[src/hdl/lse_pkg.sv]
// ----------------------------------------------------------------------------
// lse_pkg: shared types and constants of the LED strip effect engine
// Register indexes, effect codes, color tables, the queue item type and the divider request and response types.
// ----------------------------------------------------------------------------
package lse_pkg;

    localparam int MAX_LEDS_DEF = 256;

    // configuration register indexes
    localparam logic [1:0] CFG_MODE   = 2'd0;
    localparam logic [1:0] CFG_BRIGHT = 2'd1;
    localparam logic [1:0] CFG_ANGLE  = 2'd2;
    localparam logic [1:0] CFG_COUNT  = 2'd3;

    // effect codes
    localparam logic [3:0] MODE_RED     = 4'd0;
    localparam logic [3:0] MODE_GREEN   = 4'd1;
    localparam logic [3:0] MODE_BLUE    = 4'd2;
    localparam logic [3:0] MODE_RAINBOW = 4'd3;
    localparam logic [3:0] MODE_POLICE  = 4'd4;
    localparam logic [3:0] MODE_BREATH  = 4'd5;
    localparam logic [3:0] MODE_TWO_A   = 4'd6;
    localparam logic [3:0] MODE_TWO_B   = 4'd7;
    localparam logic [3:0] MODE_TWO_C   = 4'd8;
    localparam logic [3:0] MODE_THREE_A = 4'd9;
    localparam logic [3:0] MODE_THREE_B = 4'd10;

    localparam logic [8:0] BRIGHT_FULL = 9'd256;
    localparam logic [8:0] ANGLE_MAX   = 9'd450;
    localparam logic [8:0] ANGLE_ZERO  = 9'd225;

    localparam logic [15:0] TWO_HOLD    = 16'd5000;
    localparam logic [15:0] TWO_FADE    = 16'd2000;
    localparam logic [15:0] THREE_HOLD  = 16'd3000;
    localparam logic [15:0] THREE_FADE  = 16'd1000;
    localparam logic [15:0] THREE_SEG   = 16'd4000;

    // floor(x / d) = (x * M) >> s over the operand ranges used
    localparam logic [9:0]  TWO_MOD_D       = 10'd875;         // 14000 >> 4
    localparam logic [9:0]  THREE_MOD_D     = 10'd375;         // 12000 >> 5
    localparam logic [29:0] TWO_MOD_RECIP   = 30'd314146180;   // ceil(2^38 / 875)
    localparam logic [29:0] THREE_MOD_RECIP = 30'd733007752;   // ceil(2^38 / 375)
    localparam logic [15:0] FADE_RECIP      = 16'd33555;       // ceil(2^22 / 125)
    localparam logic [16:0] DIM_RECIP       = 17'd74566;       // ceil(2^24 / 225)

    localparam logic [6:0] BREATH_LAST = 7'd125;

    localparam logic [7:0] BREATH_TBL [0:125] = '{
        8'd127, 8'd133, 8'd140, 8'd146, 8'd152, 8'd159, 8'd165, 8'd171, 8'd177, 8'd182,
        8'd188, 8'd194, 8'd199, 8'd204, 8'd209, 8'd214, 8'd218, 8'd223, 8'd227, 8'd231,
        8'd234, 8'd238, 8'd241, 8'd243, 8'd246, 8'd248, 8'd250, 8'd251, 8'd253, 8'd254,
        8'd254, 8'd254, 8'd254, 8'd254, 8'd253, 8'd252, 8'd251, 8'd250, 8'd248, 8'd245,
        8'd243, 8'd240, 8'd237, 8'd234, 8'd230, 8'd226, 8'd222, 8'd218, 8'd213, 8'd208,
        8'd203, 8'd198, 8'd193, 8'd187, 8'd181, 8'd176, 8'd170, 8'd164, 8'd158, 8'd151,
        8'd145, 8'd139, 8'd132, 8'd126, 8'd120, 8'd113, 8'd107, 8'd101, 8'd94,  8'd88,
        8'd82,  8'd76,  8'd71,  8'd65,  8'd59,  8'd54,  8'd49,  8'd44,  8'd39,  8'd35,
        8'd31,  8'd26,  8'd23,  8'd19,  8'd16,  8'd13,  8'd10,  8'd8,   8'd6,   8'd4,
        8'd2,   8'd1,   8'd0,   8'd0,   8'd0,   8'd0,   8'd0,   8'd1,   8'd2,   8'd3,
        8'd5,   8'd7,   8'd9,   8'd12,  8'd14,  8'd17,  8'd21,  8'd25,  8'd28,  8'd33,
        8'd37,  8'd42,  8'd47,  8'd52,  8'd57,  8'd62,  8'd68,  8'd73,  8'd79,  8'd85,
        8'd91,  8'd98,  8'd104, 8'd110, 8'd116, 8'd123
    };

    // palettes, packed r-g-b
    localparam logic [23:0] TWO_PAL [0:2][0:1] = '{
        '{24'hFF38B7, 24'hA321FF},
        '{24'hFF8B21, 24'h21BAFF},
        '{24'h0562FF, 24'h21FFD3}
    };
    localparam logic [23:0] THREE_PAL [0:1][0:2] = '{
        '{24'hFF12B0, 24'h0FC4FF, 24'hFFAB2B},
        '{24'hFF9CED, 24'hACF2FC, 24'hFFD38F}
    };

    typedef struct packed {
        logic        cmd;
        logic [31:0] time_ms;
        logic [7:0]  idx;
    } t_item;

    typedef struct packed {
        logic        start;
        logic [31:0] dividend;
        logic [15:0] divisor;
    } t_div_req;

    typedef struct packed {
        logic        done;
        logic [31:0] quot;
        logic [15:0] rem;
    } t_div_rsp;

endpackage

[src/hdl/lse_front.sv]
// ----------------------------------------------------------------------------
// lse_front: request intake
// Two-entry queue that takes requests and hands them to the effect sequencer.
// ----------------------------------------------------------------------------
module lse_front (
    input  logic          i_clk,
    input  logic          i_rst_n,
    input  logic          i_valid,
    output logic          o_stall,
    input  logic          i_command,
    input  logic [31:0]   i_time_ms,
    input  logic [7:0]    i_pixel_index,
    output logic          o_q_valid,
    output lse_pkg::t_item o_q_item,
    input  logic          i_q_pop
);
    import lse_pkg::*;

    t_item      r_mem [0:1];
    logic       r_wp, r_rp;
    logic [1:0] r_cnt;
    logic       push, pop;

    assign o_stall   = (r_cnt == 2'd2);
    assign o_q_valid = (r_cnt != 2'd0);
    assign o_q_item  = r_mem[r_rp];
    assign push      = i_valid && !o_stall;
    assign pop       = i_q_pop && o_q_valid;

    always_ff @(posedge i_clk) begin
        if (push) begin
            r_mem[r_wp] <= '{cmd: i_command, time_ms: i_time_ms, idx: i_pixel_index};
        end
    end

    always_ff @(posedge i_clk) begin
        if (!i_rst_n) begin
            r_wp  <= 1'b0;
            r_rp  <= 1'b0;
            r_cnt <= 2'd0;
        end else begin
            if (push) r_wp <= ~r_wp;
            if (pop)  r_rp <= ~r_rp;
            r_cnt <= r_cnt + 2'(push) - 2'(pop);
        end
    end

endmodule

[src/hdl/lse_div.sv]
// ----------------------------------------------------------------------------
// lse_div: serial divider for the rainbow wheel position
// Restoring divider, one quotient bit per cycle.
// ----------------------------------------------------------------------------
module lse_div (
    input  logic              i_clk,
    input  logic              i_rst_n,
    input  lse_pkg::t_div_req i_req,
    output lse_pkg::t_div_rsp o_rsp
);
    import lse_pkg::*;

    logic        r_busy, r_done;
    logic [4:0]  r_cnt;
    logic [31:0] r_dq;     // dividend shifts out, quotient shifts in
    logic [15:0] r_rem, r_dsr;
    logic [16:0] partial, diff;
    logic        qbit;

    always_comb begin
        partial = {r_rem, r_dq[31]};
        diff    = partial - {1'b0, r_dsr};
        qbit    = (partial >= {1'b0, r_dsr});
    end

    always_ff @(posedge i_clk) begin
        if (i_req.start) begin
            r_dq  <= i_req.dividend;
            r_dsr <= i_req.divisor;
            r_rem <= '0;
        end else if (r_busy) begin
            r_dq  <= {r_dq[30:0], qbit};
            r_rem <= qbit ? diff[15:0] : partial[15:0];
        end
    end

    always_ff @(posedge i_clk) begin
        if (!i_rst_n) begin
            r_busy <= 1'b0;
            r_done <= 1'b0;
            r_cnt  <= '0;
        end else begin
            r_done <= 1'b0;
            if (i_req.start) begin
                r_busy <= 1'b1;
                r_cnt  <= '0;
            end else if (r_busy) begin
                r_cnt <= r_cnt + 5'd1;
                if (r_cnt == 5'd31) begin
                    r_busy <= 1'b0;
                    r_done <= 1'b1;
                end
            end
        end
    end

    assign o_rsp = '{done: r_done, quot: r_dq, rem: r_rem};

endmodule

[src/hdl/lse_back.sv]
// ----------------------------------------------------------------------------
// lse_back: effect sequencer
// Holds configuration and animation state, runs frame and pixel requests
// through reciprocal-multiply steps and the wheel divider, and drives the
// result register.
// ----------------------------------------------------------------------------
module lse_back #(
    parameter int MAX_LEDS = lse_pkg::MAX_LEDS_DEF
) (
    input  logic           i_clk,
    input  logic           i_rst_n,
    input  logic           i_cfg_we,
    input  logic [1:0]     i_cfg_idx,
    input  logic [8:0]     i_cfg_data,
    input  logic           i_q_valid,
    input  lse_pkg::t_item i_q_item,
    output logic           o_q_pop,
    output logic           o_valid,
    input  logic           i_stall,
    output logic [23:0]    o_pixel_grb,
    output logic           o_last_pixel
);
    import lse_pkg::*;

    typedef enum logic [11:0] {
        S_IDLE      = 12'b000000000001,
        S_FRAME_MUL = 12'b000000000010,
        S_FRAME_REM = 12'b000000000100,
        S_FRAME_SEL = 12'b000000001000,
        S_FADE_NUM  = 12'b000000010000,
        S_FADE_DIV  = 12'b000000100000,
        S_PIX_DIV   = 12'b000001000000,
        S_PIX_COL   = 12'b000010000000,
        S_DIM_MUL   = 12'b000100000000,
        S_DIM_SCALE = 12'b001000000000,
        S_DIM_DIV   = 12'b010000000000,
        S_PUSH      = 12'b100000000000
    } t_state;

    t_state r_state;

    // configuration
    logic [3:0]  r_mode;
    logic [8:0]  r_bright, r_angle, r_led_count;
    // animation
    logic [7:0]  r_rb_off;
    logic        r_pol_phase;
    logic [31:0] r_pol_last;
    logic [6:0]  r_breath;
    logic [23:0] r_frame_color;
    // working registers
    t_item       r_item;
    logic [7:0]  r_q8;
    logic [23:0] r_col, r_acc, r_fa, r_fb;
    logic [10:0] r_fd, r_ff;
    logic [1:0]  r_ch;
    logic [16:0] r_prod;
    logic [57:0] r_fprod;
    logic [15:0] r_pos;
    logic [19:0] r_fnum;
    logic [15:0] r_dy;
    logic        r_last;
    logic        r_out_valid, r_out_last;
    logic [23:0] r_out_pix;

    t_div_req div_req;
    t_div_rsp div_rsp;

    lse_div u_div (
        .i_clk   (i_clk),
        .i_rst_n (i_rst_n),
        .i_req   (div_req),
        .o_rsp   (div_rsp)
    );

    function automatic logic [7:0] rgb_chan(input logic [23:0] c, input logic [1:0] ch);
        logic [7:0] v;
        case (ch)
            2'd0:    v = c[23:16];
            2'd1:    v = c[15:8];
            default: v = c[7:0];
        endcase
        return v;
    endfunction

    // derived settings
    logic [8:0]  cnt_raw, count, bclamp, aclamp;
    logic [7:0]  fclamp;
    logic        is_two, is_three, out_free;
    logic [19:0] fade_num;
    logic [7:0]  fa_c, fb_c, rb_pos, rb_seg, breath_v;
    logic [23:0] pix_col;
    logic [1:0]  two_sel, cur, nxt;
    logic        three_sel;
    logic [15:0] pos, loc;
    logic [7:0]  dim_c;
    logic [27:0] frm_u;
    logic [29:0] frm_m;
    logic [9:0]  frm_d, frm_r;
    logic [19:0] frm_q;
    logic [15:0] frm_pos;
    logic [14:0] fade_y;
    logic [30:0] fade_p;
    logic [24:0] dim_x;
    logic [31:0] dim_p;

    always_comb begin
        cnt_raw  = (r_led_count == 9'd0) ? 9'd1 : r_led_count;
        count    = (32'(cnt_raw) > 32'(MAX_LEDS)) ? 9'(MAX_LEDS) : cnt_raw;
        bclamp   = (r_bright > BRIGHT_FULL) ? BRIGHT_FULL : r_bright;
        aclamp   = (r_angle > ANGLE_MAX) ? ANGLE_MAX : r_angle;
        fclamp   = (aclamp > ANGLE_ZERO) ? 8'(aclamp - ANGLE_ZERO) : 8'd0;
        is_two   = (r_mode == MODE_TWO_A) || (r_mode == MODE_TWO_B) || (r_mode == MODE_TWO_C);
        is_three = (r_mode == MODE_THREE_A) || (r_mode == MODE_THREE_B);
        two_sel  = 2'(r_mode - MODE_TWO_A);
        three_sel = 1'(r_mode - MODE_THREE_A);
        out_free = !r_out_valid || !i_stall;

        // frame period remainder: split off the power-of-two factor, then
        // reduce the odd part by reciprocal multiplication
        frm_u   = is_two ? r_item.time_ms[31:4] : {1'b0, r_item.time_ms[31:5]};
        frm_m   = is_two ? TWO_MOD_RECIP : THREE_MOD_RECIP;
        frm_d   = is_two ? TWO_MOD_D : THREE_MOD_D;
        frm_q   = r_fprod[57:38];
        frm_r   = 10'(frm_u - 28'(frm_q * frm_d));
        frm_pos = is_two ? {2'b00, frm_r, r_item.time_ms[3:0]}
                         : {1'b0, frm_r, r_item.time_ms[4:0]};

        // fade channel: a*(F-d) + b*d, never negative
        fa_c     = rgb_chan(r_fa, r_ch);
        fb_c     = rgb_chan(r_fb, r_ch);
        fade_num = 20'(fa_c * (r_ff - r_fd)) + 20'(fb_c * r_fd);
        // divide by 2000 or 1000: shift out 16 or 8, then divide by 125
        fade_y   = is_two ? r_fnum[18:4] : r_fnum[17:3];
        fade_p   = fade_y * FADE_RECIP;

        // divide by 57600: shift out 256, then divide by 225
        dim_x    = r_prod * fclamp;
        dim_p    = r_dy * DIM_RECIP;

        // frame position within the period
        pos = r_pos;
        if (pos < THREE_SEG) begin
            cur = 2'd0; nxt = 2'd1; loc = pos;
        end else if (pos < 16'(2 * THREE_SEG)) begin
            cur = 2'd1; nxt = 2'd2; loc = pos - THREE_SEG;
        end else begin
            cur = 2'd2; nxt = 2'd0; loc = pos - 16'(2 * THREE_SEG);
        end

        // pixel color
        rb_pos   = r_q8 + r_rb_off;
        breath_v = BREATH_TBL[r_breath];
        rb_seg   = 8'd0;
        case (r_mode)
            MODE_RED:     pix_col = 24'hFF0000;
            MODE_GREEN:   pix_col = 24'h00FF00;
            MODE_BLUE:    pix_col = 24'h0000FF;
            MODE_RAINBOW: begin
                if (rb_pos < 8'd85) begin
                    rb_seg  = rb_pos;
                    pix_col = {8'(rb_seg * 3), 8'(8'd255 - 8'(rb_seg * 3)), 8'd0};
                end else if (rb_pos < 8'd170) begin
                    rb_seg  = rb_pos - 8'd85;
                    pix_col = {8'(8'd255 - 8'(rb_seg * 3)), 8'd0, 8'(rb_seg * 3)};
                end else begin
                    rb_seg  = rb_pos - 8'd170;
                    pix_col = {8'd0, 8'(rb_seg * 3), 8'(8'd255 - 8'(rb_seg * 3))};
                end
            end
            MODE_POLICE: begin
                if (count == 9'd1) begin
                    pix_col = r_pol_phase ? 24'hFF0000 : 24'h0000FF;
                end else if ((9'(r_item.idx) < (count >> 1)) == r_pol_phase) begin
                    pix_col = 24'hFF0000;
                end else begin
                    pix_col = 24'h0000FF;
                end
            end
            MODE_BREATH: pix_col = {breath_v, breath_v, breath_v};
            MODE_TWO_A, MODE_TWO_B, MODE_TWO_C,
            MODE_THREE_A, MODE_THREE_B: pix_col = r_frame_color;
            default:      pix_col = 24'h000000;
        endcase

        // dimming order green, red, blue so the result packs g-r-b
        case (r_ch)
            2'd0:    dim_c = r_col[15:8];
            2'd1:    dim_c = r_col[23:16];
            default: dim_c = r_col[7:0];
        endcase

        div_req = '{start: 1'b0, dividend: 32'd0, divisor: 16'd1};
        o_q_pop = 1'b0;
        case (r_state)
            S_IDLE: begin
                o_q_pop = i_q_valid;
                if (i_q_valid && i_q_item.cmd && r_mode == MODE_RAINBOW) begin
                    div_req = '{start: 1'b1, dividend: 32'({i_q_item.idx, 8'd0}),
                                divisor: 16'(count)};
                end
            end
            default: ;
        endcase
    end

    always_ff @(posedge i_clk) begin
        if (!i_rst_n) begin
            r_state       <= S_IDLE;
            r_mode        <= MODE_RED;
            r_bright      <= BRIGHT_FULL;
            r_angle       <= ANGLE_MAX;
            r_led_count   <= 9'd8;
            r_rb_off      <= '0;
            r_pol_phase   <= 1'b0;
            r_pol_last    <= '0;
            r_breath      <= '0;
            r_frame_color <= '0;
            r_out_valid   <= 1'b0;
        end else begin
            if (r_out_valid && !i_stall && r_state != S_PUSH) r_out_valid <= 1'b0;

            if (i_cfg_we) begin
                case (i_cfg_idx)
                    CFG_MODE: begin
                        if (i_cfg_data[3:0] != r_mode) begin
                            r_mode        <= i_cfg_data[3:0];
                            r_rb_off      <= '0;
                            r_pol_phase   <= 1'b0;
                            r_pol_last    <= '0;
                            r_breath      <= '0;
                            r_frame_color <= '0;
                        end
                    end
                    CFG_BRIGHT: r_bright    <= i_cfg_data;
                    CFG_ANGLE:  r_angle     <= i_cfg_data;
                    CFG_COUNT:  r_led_count <= i_cfg_data;
                    default: ;
                endcase
            end

            case (r_state)
                S_IDLE: begin
                    if (i_q_valid) begin
                        r_item <= i_q_item;
                        if (!i_q_item.cmd) begin
                            if (r_mode == MODE_POLICE) begin
                                if ((i_q_item.time_ms - r_pol_last) > 32'd250) begin
                                    r_pol_last  <= i_q_item.time_ms;
                                    r_pol_phase <= ~r_pol_phase;
                                end
                            end else if (r_mode == MODE_BREATH) begin
                                r_breath <= (r_breath >= BREATH_LAST) ? 7'd0 : r_breath + 7'd1;
                            end else if (is_two || is_three) begin
                                r_state <= S_FRAME_MUL;
                            end
                        end else if (r_mode == MODE_RAINBOW) begin
                            r_state <= S_PIX_DIV;
                        end else begin
                            r_q8    <= 8'd0;
                            r_state <= S_PIX_COL;
                        end
                    end
                end
                S_FRAME_MUL: begin
                    r_fprod <= frm_u * frm_m;
                    r_state <= S_FRAME_REM;
                end
                S_FRAME_REM: begin
                    r_pos   <= frm_pos;
                    r_state <= S_FRAME_SEL;
                end
                S_FRAME_SEL: begin
                    r_ch <= 2'd0;
                    if (is_two) begin
                        r_ff <= 11'(TWO_FADE);
                        if (pos < TWO_HOLD) begin
                            r_frame_color <= TWO_PAL[two_sel][0];
                            r_state       <= S_IDLE;
                        end else if (pos < TWO_HOLD + TWO_FADE) begin
                            r_fa    <= TWO_PAL[two_sel][0];
                            r_fb    <= TWO_PAL[two_sel][1];
                            r_fd    <= 11'(pos - TWO_HOLD);
                            r_state <= S_FADE_NUM;
                        end else if (pos < 16'(2 * TWO_HOLD + TWO_FADE)) begin
                            r_frame_color <= TWO_PAL[two_sel][1];
                            r_state       <= S_IDLE;
                        end else begin
                            r_fa    <= TWO_PAL[two_sel][1];
                            r_fb    <= TWO_PAL[two_sel][0];
                            r_fd    <= 11'(pos - 16'(2 * TWO_HOLD + TWO_FADE));
                            r_state <= S_FADE_NUM;
                        end
                    end else begin
                        r_ff <= 11'(THREE_FADE);
                        if (loc < THREE_HOLD) begin
                            r_frame_color <= THREE_PAL[three_sel][cur];
                            r_state       <= S_IDLE;
                        end else begin
                            r_fa    <= THREE_PAL[three_sel][cur];
                            r_fb    <= THREE_PAL[three_sel][nxt];
                            r_fd    <= 11'(loc - THREE_HOLD);
                            r_state <= S_FADE_NUM;
                        end
                    end
                end
                S_FADE_NUM: begin
                    r_fnum  <= fade_num;
                    r_state <= S_FADE_DIV;
                end
                S_FADE_DIV: begin
                    r_acc <= {r_acc[15:0], fade_p[29:22]};
                    if (r_ch == 2'd2) begin
                        r_frame_color <= {r_acc[15:0], fade_p[29:22]};
                        r_state       <= S_IDLE;
                    end else begin
                        r_ch    <= r_ch + 2'd1;
                        r_state <= S_FADE_NUM;
                    end
                end
                S_PIX_DIV: begin
                    if (div_rsp.done) begin
                        r_q8    <= div_rsp.quot[7:0];
                        r_state <= S_PIX_COL;
                    end
                end
                S_PIX_COL: begin
                    r_col   <= pix_col;
                    r_last  <= (9'(r_item.idx) == count - 9'd1);
                    r_ch    <= 2'd0;
                    r_state <= S_DIM_MUL;
                end
                S_DIM_MUL: begin
                    r_prod  <= 17'(dim_c * bclamp);
                    r_state <= S_DIM_SCALE;
                end
                S_DIM_SCALE: begin
                    r_dy    <= dim_x[23:8];
                    r_state <= S_DIM_DIV;
                end
                S_DIM_DIV: begin
                    r_acc <= {r_acc[15:0], dim_p[31:24]};
                    if (r_ch == 2'd2) begin
                        r_state <= S_PUSH;
                    end else begin
                        r_ch    <= r_ch + 2'd1;
                        r_state <= S_DIM_MUL;
                    end
                end
                S_PUSH: begin
                    // hold until the result register frees up
                    if (out_free) begin
                        r_out_valid <= 1'b1;
                        r_out_pix   <= r_acc;
                        r_out_last  <= r_last;
                        if (r_mode == MODE_RAINBOW && r_last) r_rb_off <= r_rb_off + 8'd1;
                        r_state <= S_IDLE;
                    end
                end
                default: r_state <= S_IDLE;
            endcase
        end
    end

    assign o_valid      = r_out_valid;
    assign o_pixel_grb  = r_out_pix;
    assign o_last_pixel = r_out_last;

endmodule

[src/hdl/led_strip_effect_engine.sv]
// ----------------------------------------------------------------------------
// led_strip_effect_engine: LED strip effect generator
// Frame-start and pixel requests in, one dimmed g-r-b pixel per pixel request.
//
//   channel   handshake            payload
//   input     i_valid / o_stall    i_command, i_time_ms, i_pixel_index
//   output    o_valid / i_stall    o_pixel_grb, o_last_pixel
//   config    i_cfg_we             i_cfg_idx, i_cfg_data
//
// One request at a time; constant divisions by reciprocal multiplication.
// Frame start: done in idle; period steps in two- and three-color modes, fade steps in a fade.
// Pixel: color, dim steps per channel, push; rainbow first runs the 32-bit wheel position divide.
// A two-entry queue takes requests while the sequencer works or the result
// waits. Reset (synchronous, active low) restores control, configuration and animation state.
// ----------------------------------------------------------------------------
module led_strip_effect_engine #(
    parameter int MAX_LEDS = lse_pkg::MAX_LEDS_DEF
) (
    input  logic        i_clk,
    input  logic        i_rst_n,
    input  logic        i_valid,
    output logic        o_stall,
    input  logic        i_command,
    input  logic [31:0] i_time_ms,
    input  logic [7:0]  i_pixel_index,
    output logic        o_valid,
    input  logic        i_stall,
    output logic [23:0] o_pixel_grb,
    output logic        o_last_pixel,
    input  logic        i_cfg_we,
    input  logic [1:0]  i_cfg_idx,
    input  logic [8:0]  i_cfg_data
);
    import lse_pkg::*;

    logic  q_valid, q_pop;
    t_item q_item;

    lse_front u_front (
        .i_clk         (i_clk),
        .i_rst_n       (i_rst_n),
        .i_valid       (i_valid),
        .o_stall       (o_stall),
        .i_command     (i_command),
        .i_time_ms     (i_time_ms),
        .i_pixel_index (i_pixel_index),
        .o_q_valid     (q_valid),
        .o_q_item      (q_item),
        .i_q_pop       (q_pop)
    );

    lse_back #(
        .MAX_LEDS (MAX_LEDS)
    ) u_back (
        .i_clk        (i_clk),
        .i_rst_n      (i_rst_n),
        .i_cfg_we     (i_cfg_we),
        .i_cfg_idx    (i_cfg_idx),
        .i_cfg_data   (i_cfg_data),
        .i_q_valid    (q_valid),
        .i_q_item     (q_item),
        .o_q_pop      (q_pop),
        .o_valid      (o_valid),
        .i_stall      (i_stall),
        .o_pixel_grb  (o_pixel_grb),
        .o_last_pixel (o_last_pixel)
    );

endmodule

[config.mk]
export PLATFORM = sky130hd
export DESIGN_NAME = led_strip_effect_engine
export DESIGN_NICKNAME = d
export VERILOG_FILES = /design/src/hdl/lse_pkg.sv /design/src/hdl/lse_front.sv /design/src/hdl/lse_div.sv /design/src/hdl/lse_back.sv /design/src/hdl/led_strip_effect_engine.sv
export SDC_FILE = /design/constraint.sdc
export NUM_CORES = 2
export LEC_CHECK = 0
export ABC_AREA = 1
export BUFFER_PORTS_ARGS = -buffer_cell sky130_fd_sc_hd__clkbuf_2
export CORE_MARGIN = 5
export CORE_UTILIZATION = 50
export DETAILED_ROUTE_END_ITERATION = 7
export GPL_ROUTABILITY_DRIVEN = 0
export PLACE_DENSITY = 0.66
export RECOVER_POWER = 50
export REMOVE_ABC_BUFFERS = 1
export SLEW_MARGIN = 15
export SYNTH_ARGS = -nofsm -noshare
export SYNTH_HDL_FRONTEND = slang
export SYNTH_SLANG_ARGS = --single-unit
[constraint.sdc]
create_clock -name i_clk -period 17.65 [get_ports i_clk]
set_input_delay 0.8825 -clock i_clk [delete_from_list [all_inputs] [get_ports i_clk]]
set_output_delay 0.8825 -clock i_clk [all_outputs]
set_load 0.05 [all_outputs]
==> summary.txt <==
CTS
  • Htree depth: 2
  • Cts hold-fix bufs: 0
  • CTS tree: done
  • Total CTS buffers: 59
  • Clk_lat worst skew: 0.69 ns
  • Clk root buf: clkbuf_16
  • Clock sinks: 524
  • Post-cts sizing count: 0
  • Post-CTS setup repair buffer count: 0
  • Reg clk slew, reported paths: ~0.060 ns
  • Clock buffer depth: 3

Die
  • Initial Util: 0.5009
  • Die area: 138600 µm²
  • I/O pin cnt: 84
  • Row cnt: 133
  • Chip width: 372.2 µm
  • Die Y: 372.2 µm
  • Area of the core: 131000 µm²

Drt
  • Drt via density: 5.295
  • Post-route ant nets: 0
  • First DRT Iteration DRCs: just over 4k
  • Residual DRC count: 0
  • Initial DRT Pass Iterations: 7
  • Vias: between 50k and 60k
  • Overall routed net length: 171500 µm
  • Routed WL per cell: 17.81 µm

Yosys
  • Area fraction of the dominant cell type after synthesis: 0.2502
  • Most common cell in the netlist: inv_1
  • Ranking of synthesized cells by area: fa_1, edfxtp_1, ha_1
  • Post-synth top cells: inv_1, nand2_1, fa_1
  • Flip-flop and latch count after synthesis: roughly 520
  • Synth Cell Area: 65610 µm²
  • Syn Area/Cell: 8.442 µm²
  • Ys flop type: edfxtp_1
  • Synth Warn #: 0
  • Synth area leader: fa_1
  • Ys async rst share: 0
  • Post-synth cell types: 74
  • Seq/Total Area, Yosys: 0.2179
  • Synth Instances: roughly 7.8k
  • Post-synth EDFFs: 380

Finish
  • Share of layout cells above drive strength 1: 0.02920
  • # nets final: 9502
  • Finished layout cell area: 69970 µm²
  • Area growth syn-to-layout: 6.647%
  • Ant diodes: 0
  • Fillers: 12.17k

Setup path
  • CP top delay family: adder cells
  • Crit-path slowest cell: dfxtp_1
  • Crit. path cell count: 29
  • Crit-path most repeated cell: fa_1
  • Reg-to-reg critical path startpoint: u_back.r_mode[0]
  • Critical Path End Type: flop
  • Arrival @ worst endpoint: 10.27 ns
  • Startpoint Class: flop
  • Critical path type: flop to flop
  • Worst R2R End: u_back.r_fprod[47]
  • Reg2reg setup slack: 7.79 ns
  • Reg2reg path depth: 29
  • Buf/Inv on CP: 8
  • Worst-path fanout max: 33
  • Critical Path RT: 18.06 ns
  • Slowest stage delay, CP: a little under 0.6 ns

Timing
  • Setup Total Neg Slack: 0 ns
  • Fin crit share: 0.5586
  • Setup-failing EPs final: 0
  • Clock Skew: 0.03471 ns
  • Tmin final: 9.859 ns
  • Fin. Hold Viols: 0
  • Final slew viol count: 331
  • RSZ-0062 raised after global routing: no
  • Tightest Pin Transition: 3.380 ns
  • Fmax: 101.4 MHz
  • Max-slew headroom: -1.253

Outcome
  • Status: complete, but fails checks
  • Violated checks: capacitance limit, slew limit

Global routing
  • Vias in the first global route: 51.70k
  • Antenna violations before repair: 0
  • Global route overflow: 0
  • First-pass GRT wire length: 275300 µm
  • Tot GR Track Use: 0.2496
  • Largest net degree at the start of global routing: 68

Hold path
  • Min-delay worst type: input pin to flop
  • Sink of the worst hold path: u_front.r_mem[1][34]
  • Hold Path Origin: i_time_ms[26]
  • Min-Delay Path Depth: 1

Placed design
  • Cell Area, Placed: 68030 µm²
  • IO Port Bufs: 83
  • Dpl hpwl: 141300 µm

Run
  • Max Cap Violations: 8
[registers in the layout, summed over array words and instances (netlist names), 24 cells and up, named ones only]
name / cells
u_back.r_acc: 24
u_back.r_pol_last: 32
u_back.o_pixel_grb: 24
u_back.u_div.r_dq: 32
u_back.r_item: 40
u_back.r_frame_color: 24
u_back.r_col: 24
u_front.r_mem: 82
[worst reg2reg max path: cells and delay by family, from the launching register on]
kind            cells  cell delay [ns]
fa+ha+maj           9             4.44
buf+inv             8             1.96
compound gates      6             1.28
simple gates        5             1.16
flops               1             0.59
xor+xnor            1             0.15
[routing by layer]
metal | vias up | share of wire | GRT usage
li1 | 24333 | - | -
met1 | 24571 | 0.43 | 0.3411
met2 | 1764 | 0.46 | 0.4111
met3 | 324 | 0.075 | 0.04037
met4 | 0 | 0.035 | 0.07424
met5 | - | 0 | 0
[cell families after synthesis]
kind of cell               synth area share
DFF                                  0.2179
and+or+nand+nor                      0.1620
AOI/OAI and AO/OA                   0.07566
adders and majority gates            0.4028
buffers and inverters                0.1149
xor gates and xnor gates            0.02668
other                             0.0001145
[cell type report]
| cell class | count | area, µm² | area share |
|---|---|---|---|
| Tap cell | 1755 | 2196 | 0.03138 |
| Clock buffer | 75 | 1598 | 0.02284 |
| Multi-Input combinational cell | 5287 | 43950 | 0.6281 |
| Inverter | 1833 | 6889 | 0.09846 |
| Timing Repair Buffer | 120 | 571.8 | 0.008173 |
| Clock inverter | 37 | 470.5 | 0.006724 |
| Sequential cell | 524 | 14290 | 0.2043 |
[metrics by stage]
step	cells	util	setup WS, ns	hold slack (ns)
global placement	9519	0.5194	8.268	0.4018
finish	9631	0.5342	7.791	0.4034
CTS	9631	0.5352	7.985	0.3389
detailed placement	9519	0.5194	7.980	0.4045
floorplan	7644	-	6.356	0.4003
global route	9631	0.5342	7.315	0.3740
[placed cells by master, fill, tap and decap left out, types with 10 or more instances in the layout]
cell	instances
nand3_1	260
nor4_1	12
xnor2_1	74
nand4_1	75
nand3b_1	21
conb_1	34
o211ai_1	39
clkinv_1	21
o22ai_1	15
nand2_1	1314
o21ai_0	277
a31oi_1	17
dfxtp_1	144
clkbuf_1	81
ha_1	800
a21oi_1	359
nor3_1	59
clkinv_2	12
or2_2	32
o21ai_1	12
xor2_1	124
o21a_1	17
nor2_1	742
fa_1	820
buf_4	24
inv_1	1808
a22o_1	19
a211oi_1	11
clkbuf_16	60
o21bai_1	23
o31ai_1	10
edfxtp_1	380
clkbuf_2	25
[how the worst max path moves through the flow]
stage | slack [ns] | end | start
6_report | 7.79 | u_back.r_fprod[47] | u_back.r_mode[0]
5_1_grt | 7.32 | u_back.r_fprod[46] | u_back.r_mode[0]
3_3_place_gp | 8.27 | u_back.r_fprod[47] | u_back.r_mode[0]
2_1_floorplan | 6.36 | u_back.r_fprod[46] | u_back.r_mode[0]
4_1_cts | 7.98 | u_back.r_fprod[47] | u_back.r_mode[0]
3_5_place_dp | 7.98 | u_back.r_fprod[46] | u_back.r_mode[0]
Power is left out: the tool's default activity adds up to more than one toggle a clock period on the data nets, which glitch-free logic cannot reach.
